File: src/rtl/core/fde_pkg.sv
// shared types and constants for the fat directory entry scanner
package fde_pkg;

   localparam int unsigned COUNT_BITS_DEFAULT = 16;
   localparam int unsigned NAME_BYTES         = 11;
   localparam int unsigned REPORT_BITS        = 16;

   localparam logic [7:0] MARK_DELETED   = 8'hE5;
   localparam logic [7:0] ATTR_LONG_NAME = 8'h0F;
   localparam logic [7:0] ATTR_SKIP_MASK = 8'h18;
   localparam logic [7:0] MARK_END       = 8'h00;

   // entry byte positions
   localparam logic [4:0] POS_FIRST    = 5'd0;
   localparam logic [4:0] POS_ATTR     = 5'd11;
   localparam logic [4:0] POS_CLU_HI_0 = 5'd20;
   localparam logic [4:0] POS_CLU_HI_1 = 5'd21;
   localparam logic [4:0] POS_CLU_LO_0 = 5'd26;
   localparam logic [4:0] POS_CLU_LO_1 = 5'd27;
   localparam logic [4:0] POS_SIZE_0   = 5'd28;
   localparam logic [4:0] POS_LAST     = 5'd31;

   // configuration register indexes
   localparam logic [1:0] REG_SEARCH_MODE   = 2'd0;
   localparam logic [1:0] REG_NAME_KEY_LOW  = 2'd1;
   localparam logic [1:0] REG_NAME_KEY_HIGH = 2'd2;
   localparam logic [1:0] REG_TARGET_INDEX  = 2'd3;

   localparam logic [1:0] MODE_FIND_NAME  = 2'd0;
   localparam logic [1:0] MODE_FIND_INDEX = 2'd1;

   typedef enum logic [1:0] {
      STATUS_FOUND     = 2'd0,
      STATUS_END       = 2'd1,
      STATUS_CHAIN_END = 2'd2
   } status_type;

   typedef struct packed {
      logic [1:0]  search_mode;
      logic [63:0] name_key_low;
      logic [23:0] name_key_high;
      logic [15:0] target_index;
   } cfg_type;

   typedef struct packed {
      status_type  status;
      logic [15:0] file_count;
      logic [31:0] start_cluster;
      logic [31:0] file_size;
      logic [63:0] name_low;
      logic [23:0] name_high;
   } result_type;

endpackage

File: src/rtl/core/fat_directory_entry_scan.sv
// top level of the fat32 short-name directory scanner
// a byte passes from the input register through the scan logic into the result register
// throughput: one byte per cycle while the result slot is free or draining; the scan logic
//   sits between input and result registers, so the per-byte state update is the limiting path
// reset: synchronous, active high; clears scan state, configuration and the valid
//   flags of both pipeline registers; a scan may begin after reset without a start mark
module fat_directory_entry_scan #(
   parameter int unsigned COUNT_BITS = fde_pkg::COUNT_BITS_DEFAULT
) (
   input  logic          clock,
   input  logic          reset,
   // byte stream in
   input  logic          req_tvalid,
   output logic          req_tready,
   input  logic [7:0]    req_tdata,   // [7:0] data_byte
   input  logic          req_tuser,   // [0] scan_start
   input  logic          req_tlast,   // chain_last
   // results out
   output logic          rsp_tvalid,
   input  logic          rsp_tready,
   output logic [167:0]  rsp_tdata,   // file_count, start_cluster, file_size, name_low, name_high
   output logic [1:0]    rsp_tuser,   // [1:0] status
   // configuration writes
   input  logic          csr_we,
   input  logic [1:0]    csr_addr,
   input  logic [63:0]   csr_wdata
);

   fde_pkg::cfg_type    cfg;
   fde_pkg::result_type res;
   fde_pkg::result_type rsp_ff;
   logic                res_valid;

   // input register
   logic       in_valid_ff;
   logic [7:0] in_byte_ff;
   logic       in_start_ff;
   logic       in_last_ff;

   logic rsp_valid_ff;
   logic advance;

   // a byte moves into the scan stage only when the result slot is free or draining
   assign advance    = in_valid_ff && (!rsp_valid_ff || rsp_tready);
   assign req_tready = !in_valid_ff || advance;

   always_ff @(posedge clock) begin
      if (reset) begin
         in_valid_ff <= 1'b0;
      end else if (req_tready) begin
         in_valid_ff <= req_tvalid;
      end
   end

   always_ff @(posedge clock) begin
      if (req_tready && req_tvalid) begin
         in_byte_ff  <= req_tdata;
         in_start_ff <= req_tuser;
         in_last_ff  <= req_tlast;
      end
   end

   fde_csr u_csr (
      .clock     (clock),
      .reset     (reset),
      .csr_we    (csr_we),
      .csr_addr  (csr_addr),
      .csr_wdata (csr_wdata),
      .cfg       (cfg)
   );

   fde_scan #(
      .COUNT_BITS (COUNT_BITS)
   ) u_scan (
      .clock      (clock),
      .reset      (reset),
      .cfg        (cfg),
      .step_en    (advance),
      .data_byte  (in_byte_ff),
      .scan_start (in_start_ff),
      .chain_last (in_last_ff),
      .res_valid  (res_valid),
      .res        (res)
   );

   // result register: holds until the downstream transfer
   always_ff @(posedge clock) begin
      if (reset) begin
         rsp_valid_ff <= 1'b0;
      end else if (advance && res_valid) begin
         rsp_valid_ff <= 1'b1;
      end else if (rsp_tready) begin
         rsp_valid_ff <= 1'b0;
      end
   end

   always_ff @(posedge clock) begin
      if (advance && res_valid) begin
         rsp_ff <= res;
      end
   end

   assign rsp_tvalid = rsp_valid_ff;
   assign rsp_tuser  = rsp_ff.status;
   assign rsp_tdata  = {rsp_ff.name_high, rsp_ff.name_low, rsp_ff.file_size,
                        rsp_ff.start_cluster, rsp_ff.file_count};

endmodule

File: src/rtl/core/fde_csr.sv
// configuration registers of the directory scanner
module fde_csr (
   input  logic             clock,
   input  logic             reset,
   input  logic             csr_we,
   input  logic [1:0]       csr_addr,
   input  logic [63:0]      csr_wdata,
   output fde_pkg::cfg_type cfg
);

   fde_pkg::cfg_type cfg_ff;
   fde_pkg::cfg_type cfg_in;

   always_comb begin
      cfg_in = cfg_ff;
      if (csr_we) begin
         case (csr_addr)
            fde_pkg::REG_SEARCH_MODE:   cfg_in.search_mode   = csr_wdata[1:0];
            fde_pkg::REG_NAME_KEY_LOW:  cfg_in.name_key_low  = csr_wdata;
            fde_pkg::REG_NAME_KEY_HIGH: cfg_in.name_key_high = csr_wdata[23:0];
            fde_pkg::REG_TARGET_INDEX:  cfg_in.target_index  = csr_wdata[15:0];
            default:                    cfg_in = cfg_ff;
         endcase
      end
   end

   always_ff @(posedge clock) begin
      if (reset) begin
         cfg_ff <= '0;
      end else begin
         cfg_ff <= cfg_in;
      end
   end

   assign cfg = cfg_ff;

endmodule

File: src/rtl/core/fde_scan.sv
// per-byte scan state and entry decision logic
module fde_scan #(
   parameter int unsigned COUNT_BITS = fde_pkg::COUNT_BITS_DEFAULT
) (
   input  logic                clock,
   input  logic                reset,
   input  fde_pkg::cfg_type    cfg,
   input  logic                step_en,
   input  logic [7:0]          data_byte,
   input  logic                scan_start,
   input  logic                chain_last,
   output logic                res_valid,
   output fde_pkg::result_type res
);

   localparam int unsigned RW = (COUNT_BITS > fde_pkg::REPORT_BITS) ?
                                COUNT_BITS : fde_pkg::REPORT_BITS;

   // count as reported, limited to 16 bits
   function automatic logic [15:0] report_count(input logic [COUNT_BITS-1:0] c);
      logic [RW-1:0] w;
      w = RW'(c);
      return (w > RW'(16'hFFFF)) ? 16'hFFFF : w[15:0];
   endfunction

   logic [4:0]            pos_ff,     pos_in;
   logic [7:0]            first_ff,   first_in;
   logic [7:0]            attr_ff,    attr_in;
   logic                  keq_ff,     keq_in;
   logic [15:0]           clu_hi_ff,  clu_hi_in;
   logic [15:0]           clu_lo_ff,  clu_lo_in;
   logic [31:0]           size_ff,    size_in;
   logic [7:0]            name_ff [fde_pkg::NAME_BYTES];
   logic [COUNT_BITS-1:0] count_ff,   count_in;
   logic                  fin_ff,     fin_in;

   logic [COUNT_BITS-1:0] count_cur;
   logic                  fin_cur;
   logic                  keq_cur;
   logic [4:0]            pos_cur;
   logic [87:0]           key_all;
   logic [7:0]            key_byte;
   logic                  is_name;
   logic                  skip;
   logic                  hit;
   logic [RW-1:0]         count_ext;
   logic [15:0]           count_rep;
   logic [31:0]           size_full;

   assign key_all   = {cfg.name_key_high, cfg.name_key_low};
   assign pos_cur   = scan_start ? '0 : pos_ff;
   assign count_cur = scan_start ? '0 : count_ff;
   assign fin_cur   = scan_start ? 1'b0 : fin_ff;
   assign keq_cur   = scan_start ? 1'b1 : keq_ff;
   assign is_name   = pos_cur < 5'(fde_pkg::NAME_BYTES);
   assign key_byte  = is_name ? key_all[pos_cur[3:0]*8 +: 8] : 8'h00;

   assign count_ext = RW'(count_cur);
   assign count_rep = report_count(count_cur);

   // size byte 3 arrives with the deciding byte
   assign size_full = {data_byte, size_ff[23:0]};

   assign skip = (first_ff == fde_pkg::MARK_DELETED) ||
                 (attr_ff == fde_pkg::ATTR_LONG_NAME) ||
                 ((attr_ff & fde_pkg::ATTR_SKIP_MASK) != 8'h00);

   always_comb begin
      case (cfg.search_mode)
         fde_pkg::MODE_FIND_NAME:  hit = keq_cur;
         fde_pkg::MODE_FIND_INDEX: hit = count_ext == RW'(cfg.target_index);
         default:                  hit = 1'b0;
      endcase
   end

   always_comb begin
      pos_in    = pos_cur;
      first_in  = first_ff;
      attr_in   = attr_ff;
      keq_in    = keq_cur;
      clu_hi_in = clu_hi_ff;
      clu_lo_in = clu_lo_ff;
      size_in   = size_ff;
      count_in  = count_cur;
      fin_in    = fin_cur;
      res_valid = 1'b0;
      res.status        = fde_pkg::STATUS_CHAIN_END;
      res.file_count    = count_rep;
      res.start_cluster = '0;
      res.file_size     = '0;
      res.name_low      = '0;
      res.name_high     = '0;

      if (!fin_cur) begin
         pos_in = pos_cur + 5'd1;
         if (pos_cur == fde_pkg::POS_FIRST) begin
            first_in = data_byte;
            keq_in   = 1'b1;
         end
         if (is_name && (data_byte != key_byte)) begin
            keq_in = 1'b0;
         end
         case (pos_cur)
            fde_pkg::POS_ATTR:     attr_in         = data_byte;
            fde_pkg::POS_CLU_HI_0: clu_hi_in[7:0]  = data_byte;
            fde_pkg::POS_CLU_HI_1: clu_hi_in[15:8] = data_byte;
            fde_pkg::POS_CLU_LO_0: clu_lo_in[7:0]  = data_byte;
            fde_pkg::POS_CLU_LO_1: clu_lo_in[15:8] = data_byte;
            default: begin
               if (pos_cur >= fde_pkg::POS_SIZE_0) begin
                  size_in[pos_cur[1:0]*8 +: 8] = data_byte;
               end
            end
         endcase

         if ((pos_cur == fde_pkg::POS_FIRST) && (data_byte == fde_pkg::MARK_END)) begin
            fin_in     = 1'b1;
            res_valid  = 1'b1;
            res.status = fde_pkg::STATUS_END;
         end else begin
            if ((pos_cur == fde_pkg::POS_LAST) && !skip) begin
               if (hit) begin
                  fin_in            = 1'b1;
                  res_valid         = 1'b1;
                  res.status        = fde_pkg::STATUS_FOUND;
                  res.start_cluster = {clu_hi_ff, clu_lo_ff};
                  res.file_size     = size_full;
                  res.name_low      = {name_ff[7], name_ff[6], name_ff[5], name_ff[4],
                                       name_ff[3], name_ff[2], name_ff[1], name_ff[0]};
                  res.name_high     = {name_ff[10], name_ff[9], name_ff[8]};
               end else if (count_cur != {COUNT_BITS{1'b1}}) begin
                  count_in = count_cur + 1'b1;
               end
            end
            // chain end reports the count including a file judged on this byte
            if (chain_last && !res_valid) begin
               fin_in         = 1'b1;
               res_valid      = 1'b1;
               res.status     = fde_pkg::STATUS_CHAIN_END;
               res.file_count = report_count(count_in);
            end
         end
      end
   end

   always_ff @(posedge clock) begin
      if (reset) begin
         pos_ff    <= '0;
         first_ff  <= '0;
         attr_ff   <= '0;
         keq_ff    <= 1'b1;
         clu_hi_ff <= '0;
         clu_lo_ff <= '0;
         size_ff   <= '0;
         count_ff  <= '0;
         fin_ff    <= 1'b0;
      end else if (step_en) begin
         pos_ff    <= pos_in;
         first_ff  <= first_in;
         attr_ff   <= attr_in;
         keq_ff    <= keq_in;
         clu_hi_ff <= clu_hi_in;
         clu_lo_ff <= clu_lo_in;
         size_ff   <= size_in;
         count_ff  <= count_in;
         fin_ff    <= fin_in;
      end
   end

   // name bytes, no reset needed
   always_ff @(posedge clock) begin
      for (int i = 0; i < fde_pkg::NAME_BYTES; i++) begin
         if (step_en && !fin_cur && (pos_cur == 5'(i))) begin
            name_ff[i] <= data_byte;
         end
      end
   end

endmodule

File: config.mk
export PLATFORM = sky130hd
export DESIGN_NAME = fat_directory_entry_scan
export DESIGN_NICKNAME = d
export VERILOG_FILES = /design/src/rtl/core/fde_pkg.sv /design/src/rtl/core/fat_directory_entry_scan.sv /design/src/rtl/core/fde_csr.sv /design/src/rtl/core/fde_scan.sv
export SDC_FILE = /design/constraint.sdc
export NUM_CORES = 1
export LEC_CHECK = 0
export BUFFER_PORTS_ARGS = -buffer_cell sky130_fd_sc_hd__buf_2
export CORE_MARGIN = 3
export CORE_UTILIZATION = 60
export CTS_BUF_LIST = sky130_fd_sc_hd__clkbuf_2 sky130_fd_sc_hd__clkbuf_4 sky130_fd_sc_hd__clkbuf_8
export DETAILED_ROUTE_END_ITERATION = 8
export PLACE_DENSITY = 0.81
export SYNTH_ARGS = -nofsm -noshare
export SYNTH_HDL_FRONTEND = slang
export SYNTH_HIERARCHICAL = 1
export SYNTH_SLANG_ARGS = --single-unit
File: constraint.sdc
create_clock -name clock -period 12.2 [get_ports clock]
set_clock_uncertainty 0.2 [all_clocks]
set_input_delay 0.61 -clock clock [delete_from_list [all_inputs] [get_ports clock]]
set_output_delay 0.61 -clock clock [all_outputs]
set_load 0.02 [all_outputs]
# --- Word-level counts from Yosys, hierarchy flattened ---
# Memory sizes are Yosys's and may differ from the RTL's.
# Cells that the tools add are included.
# Widths: inputs -> output; s select.
totals:
  reg_bits: 391
  ramBits: 88
  input_bits: 81
  n_memories: 1
op_classes:
  add_sub_neg: 3
  magnitude_cmp: 4
  n_eq_ne: 25
  n_shift: 3
  n_mux: 92
  bitwise_logic: 4
  reduce_logical: 57
mem_list:
  columns: ["memory", "depth", "width", "rd", "rd_ports_with_merged_regs", "write_ports", "line_no", "text"]
  rows:
  - ["u_scan.name_ff", 11, 8, 11, 0, 1, "fde_scan.sv:33", "logic [7:0] name_ff [fde_pkg::NAME_BYTES];"]
ops:
  columns: ["cell", "n"]
  rows:
  - ["$mux 168", 2]
  - ["$mux 152", 2]
  - ["$mux 16", 10]
  - ["$mux 8", 11]
  - ["$shiftx 88x8->8", 1]
  - ["$reduce_or 8->1", 10]
  - ["$mux 1", 49]
  - ["$mux 4", 10]
  - ["$neg 5->34", 1]
  - ["$shift 8x34->32 const A", 1]
  - ["$shiftx 8x34->32", 1]
  - ["$bwmux 32", 1]
  - ["$gt 16x16->1 const B", 2]
  - ["$eq 5x5->1 const B", 5]
  - ["$eq 5x3->1 const B", 4]
  - ["$eq 5x4->1 const B", 4]
  - ["$logic_and 1x1->1", 19]
  - ["$mux 18", 1]
  - ["$reduce_and 3->1", 6]
  - ["$add 16x1->16 const B", 1]
  - ["$eq 16x16->1", 1]
  - ["$ne 16x16->1 const B", 1]
  - ["$eq 5x2->1 const B", 2]
  - ["$mux 5", 2]
  - ["23 further kinds", 41]

# --- Logic depth before layout (Yosys ltp) ---
depth:
  depth_word: 18
  mapped_depth: 16
  depth_no_buf: 10

# --- Modules after synthesis ---
# The synthesis kept the hierarchy.
by_module_without_submodules:
  columns: ["mod", "n_inst", "cells_per_inst", "area_per_inst_um2", "seq_area_each_um2"]
  rows:
  - ["fde_scan", 1, 1069, 9877.0, 4424.2]
  - ["fat_directory_entry_scan", 1, 191, 5507.8, 5445.2]
  - ["fde_csr", 1, 416, 4511.8, 2122.0]

# --- Least setup slack after synthesis ---
# No wires, ideal clock.
synth_path:
  path_kind: "flip-flop to flip-flop"
  from: "reg in_start_ff"
  to: "reg rsp_ff, in the netlist rsp_tdata[0], enable pin"
  setup_ps: 723
  arrival_ps: 9844
  t_required_ps: 11277
  slack_ps: 1433
  path_stages_with_launch: 15
  n_path_buf: 4
  synth_period_minus_slack_ps: 10767
  path_cell_list: "edfxtp_1 -> buf_6 -> buf_6 -> nand2b_1 -> clkbuf_1 -> inv_2 -> nand2_1 -> nor2b_1 -> ha_1 -> and3_1 -> clkbuf_1 -> nand3_4 -> a31oi_1 -> nand2_1 -> nor2b_1"
synth_between:
  elab_chain_len: 13
synth_rtl:
  columns: ["item", "line_no", "text"]
  rows:
  - ["start, declared", "fat_directory_entry_scan.sv:37", "logic in_start_ff;"]
  - ["start signal, assigned", "fat_directory_entry_scan.sv:58", "in_start_ff <= req_tuser;"]
  - ["$mux 16", "fde_scan.sv:52", "assign count_cur = scan_start ? '0 : count_ff;"]
  - ["$eq 16x16->1", "fde_scan.sv:71", "fde_pkg::MODE_FIND_INDEX: hit = count_ext == RW'(cfg.target_index);"]
  - ["$pmux 1 s2", "fde_scan.sv:69", "case (cfg.search_mode)"]
  - ["$mux 1", "fde_scan.sv:122", "if (hit) begin"]
  - ["$mux 1", "fde_scan.sv:121", "if ((pos_cur == fde_pkg::POS_LAST) && !skip) begin"]
  - ["$mux 1", "fde_scan.sv:116", "if ((pos_cur == fde_pkg::POS_FIRST) && (data_byte == fde_pkg::MARK_END)) begin"]
  - ["$mux 1", "fde_scan.sv:94", "if (!fin_cur) begin"]
  - ["$logic_not 1->1", "fde_scan.sv:136", "if (chain_last && !res_valid) begin"]
  - ["$logic_and 1x1->1", "fde_scan.sv:136", null]
  - ["$mux 1", "fde_scan.sv:136", null]
  - ["$mux 1", "fde_scan.sv:116", null]
  - ["$mux 1 (*)", "fde_scan.sv:94", null]
  - ["named net res_valid", "fat_directory_entry_scan.sv:32", "logic res_valid;"]
  - ["$logic_and 1x1->1 (*)", "fat_directory_entry_scan.sv:98", "if (advance && res_valid) begin"]
  - ["end signal, assigned", "fat_directory_entry_scan.sv:99", "rsp_ff <= res;"]
  - ["end, declared", "fat_directory_entry_scan.sv:31", "fde_pkg::result_type rsp_ff;"]
# Mark *: on every way through the listed nets, which the timed path passes. The rest lies on a longest branch. The select of a mux whose other input is x is not followed.
# A chain may end at the register's enable or synchronous reset.

# --- Worst setup path in the final report ---
layout_path:
  from: "reg in_start_ff"
  to: "reg rsp_ff, in the netlist rsp_tdata[85], enable pin"
# Same word-level chain as after synthesis.

==> out/summary.md <==
• finished clean — outcome
• 17.4% — Relative slew margins
• 1991 — Post-layout nets
• 2335 — count of filler cells inserted in the layout
• 2.47 mW — total internal power
• 5.74 — number of vias per cell after detailed routing
• 0.931 — final weighted congestion in routability-driven placement
• built — TritonCTS clock tree
• 465 — Clock Sink Count
• 74400 um — wire length of the first global-routing pass
• 9.13 nW — leakage power
• 0 ns — Total Negative Setup Slacks
• 7 — first-pass iteration count of the detailed router
• 3 — maximum clock insertion buffer count
• 5.3% — share of total power in combinational logic
• 0 — final-report setup violation count
• 0 — initial antenna violation count
• 66 — Core Rows
• 74 — total clock buffers created by CTS
• input pin to flip-flop — Hold Crit Class
• 0 — number of max-slew violations in the final report
• 0 — total congestion overflow
• 11.9 sq um — Post-Synthesis Mean Instance Area
• 252 — Port Buf Inserts
• 75 — top fanout value on the critical path
• flip-flop to flip-flop — critical path class
• 1762 — number of nets produced by synthesis
• 0.747 mW — Psw
• edfxtp_1 (40%), dfxtp_1 (20%), mux2i_1 (7.9%) — dominant cells by area after synthesis
• 19900 sq um — netlist area before placement
• 3.22 mW — total power of the final layout
• 21200 sq um — Cell Area, Placed
• 0 — cts repair resizes
• 40.4% — fraction of post-synthesis cell area in the top cell type by area
• 0 — antenna fix cells
• 23.2% — Sw Ratio
• 32600 sq um — area of the core
• 141 nW/um^2 — pwr dens
• 188 um — vertical extent of the die
• 61.0% — starting density of the core
• in_start_ff$_DFFE_PP_ — Reg2Reg Launch Point
• 22.0% — share of post-route cells with drive strength above 1
• clkbuf_8 — buffer type at the clock tree root
• 51.7% — post-route fraction of the period consumed by the critical path
• 31400 um — Final HPWL DP
• flip-flop — kind of end point of the critical path
• 0 — total count of hold-check failures in the final report
• 12.22 ns — data required time at the worst endpoint
• 20.0 um — Avg WL per Cell
• 26.6% — all-layer global routing usage
• 48100 um — wire length after detailed routing
• 13800 — overall via count from detail_route
• 0.61 ns — Clock Latency Late Sink
• 0 — antenna violation net count after detailed routing
• 41.7% — clock network fraction of total power
• 3 — H-tree lvl count
• 0 — number of remaining DRC errors
• 158 MHz — maximum clock rate
• 13600 — via count of the first global-routing pass
• 153 — pin count of the biggest net entering global routing
• 6 — warnings from Yosys
• 60.3% — part of the Yosys area used for sequential elements
• 6.33 ns — critical path arrival
• 0.06 ns — clock slew seen by the registers of the worst setup and hold paths
• 53.0% — Flop pwr share
• 81 — Distinct cells, synth
• 465 — number of register bits inferred by synthesis
• 1281 — initial drt markers
• in_start_ff$_DFFE_PP_ — first element of the critical path
• edfxtp_1 — leading register cell type out of synthesis
• 1676 — number of instances in the synthesized netlist
• 0.000101 V — maximum resistive drop on vdd
• 6.31 ns — post-layout min period
• 22800 sq um — post-route standard cell area excluding fillers
• flip-flop — crit start category
• no — RSZ-0062 raised after global routing
• 0% — FFs w/ async S/R, synth
• 1.23 ns — slew of the pin with the lowest slew margin
• 253 — number of top-level design ports
• 0 — max-cap check violation count
• edfxtp_1 — post-synthesis cell type with the largest combined area
• 268 — number of enable-type register cells in the synthesized netlist
• 14.6% — Area Overhead vs Synth
• req_tvalid — worst hold start
• 188 um — width of the die
• 35400 sq um — overall die area
cell families (layout without fill, tap and decap cells):
family / count (synthesis) / in the layout / synth area share, %
AO/OA/AOI/OAI: 192 / 192 / 6.73
XOR/XNOR: 14 / 14 / 0.616
adder cells (fa/ha/maj): 5 / 5 / 0.314
buffers and inverters: 144 / 433 / 3.89
flip-flops: 465 / 465 / 60.3
multiplexers: 165 / 165 / 8.51
AND/OR/NAND/NOR: 691 / 691 / 19.7
Yosys cell counts (13+ instances only):
master and n:
and2_1 162, nor2_1 90, nand4_1 35, buf_2 17
buf_6 13, edfxtp_1 268, dfxtp_1 197, inv_1 16
and3_1 16, a21oi_1 58, o21ai_0 24, nand2b_1 177
clkbuf_1 76, nand3_1 37, nand2_1 99, mux2i_1 158
flip-flops by register name, indices dropped and copies added (netlist names), 2 cells and up:
register / cells
in_byte_ff: 8
rsp_tdata: 168
rsp_tuser: 2
u_csr/cfg: 106
u_scan/attr_ff: 2
u_scan/clu_hi_ff: 16
u_scan/clu_lo_ff: 16
u_scan/count_ff: 16
u_scan/first_ff: 8
u_scan/name_ff: 88
u_scan/pos_ff: 5
u_scan/size_ff: 24
per-layer routing:
metal / track usage [%] / up-vias / share of wire (%)
met5: 0 / - / 0
met4: 10.1 / 0 / 3.2
met3: 5.03 / 115 / 7.0
met2: 43.3 / 584 / 48
met1: 35.6 / 6690 / 42
li1: - / 6416 / -
metrics by stage:
step	utilization, %	hold WS, ns	worst slack [ns]	std cells
finish	69.9	0.0435	5.89	2407
global route	69.9	0.00487	5.45	2407
detailed placement	64.9	0.240	5.87	2262
CTS	69.9	0.00331	5.87	2406
floorplan	-	0.227	1.43	1676
global placement	64.9	0.234	6.04	2262
final timing paths:
kind         slack (ns)                              end  cells after the start
max                5.89          rsp_tdata[85]$_DFFE_PP_                     12
min                0.04         in_valid_ff$_SDFFE_PP0P_                      3
max reg2reg        5.89          rsp_tdata[85]$_DFFE_PP_                     12
min reg2reg        0.24  u_scan/size_ff[21]$_SDFFE_PP0P_                      2
area by class of cell:
type,count,area [sq um],area share (%)
clock buffers,106,1310,5.74
clock inverters,30,234,1.03
inverters,21,78.8,0.346
multi-input cells,1067,7160,31.4
flip-flops and latches,465,12000,52.6
well taps,442,553,2.43
repair buffers,276,1470,6.45
cell usage in the layout (no fill, tap or decap), drive strengths merged, types with 10 or more instances in the layout:
cell and instances:
nand4 35, and2 162, mux2i 158, nand2 99, a21oi 58, nand2b 177
inv 24, nor2 93, clkbuf 106, edfxtp 268, nor2b 12, and3 16
o21ai 25, a31oi 10, buf 267, nand3 39, xnor2 10, nor3 13
dfxtp 197, clkinv 26, o21bai 10
critical path: stages, from the launching register on:
cell      delay [ns]
edfxtp_1        0.37
buf_4           0.24
buf_4           0.30
inv_2           0.50
nand4_1         0.17
a32o_1          0.33
o41ai_4         0.71
nand3_4         0.17
a31oi_1         0.19
nand2_1         0.13
nor2b_4         0.93
buf_4           0.92
buf_4           0.68
timing repair:
action	CTS	global route
hold endpoints to repair	8	1
setup buffers	0	0
hold buffers	8	1
power groups by stage:
stage	sequential, mW	clock (mW)	combinational [mW]
after floorplan	1.74	0	0.112
after global placement	1.74	0	0.163
after detailed placement	1.74	0	0.166
after CTS	1.71	1.37	0.169
after global routing	1.71	1.44	0.184
final	1.71	1.34	0.170
Power figures use the tool's default switching activity.
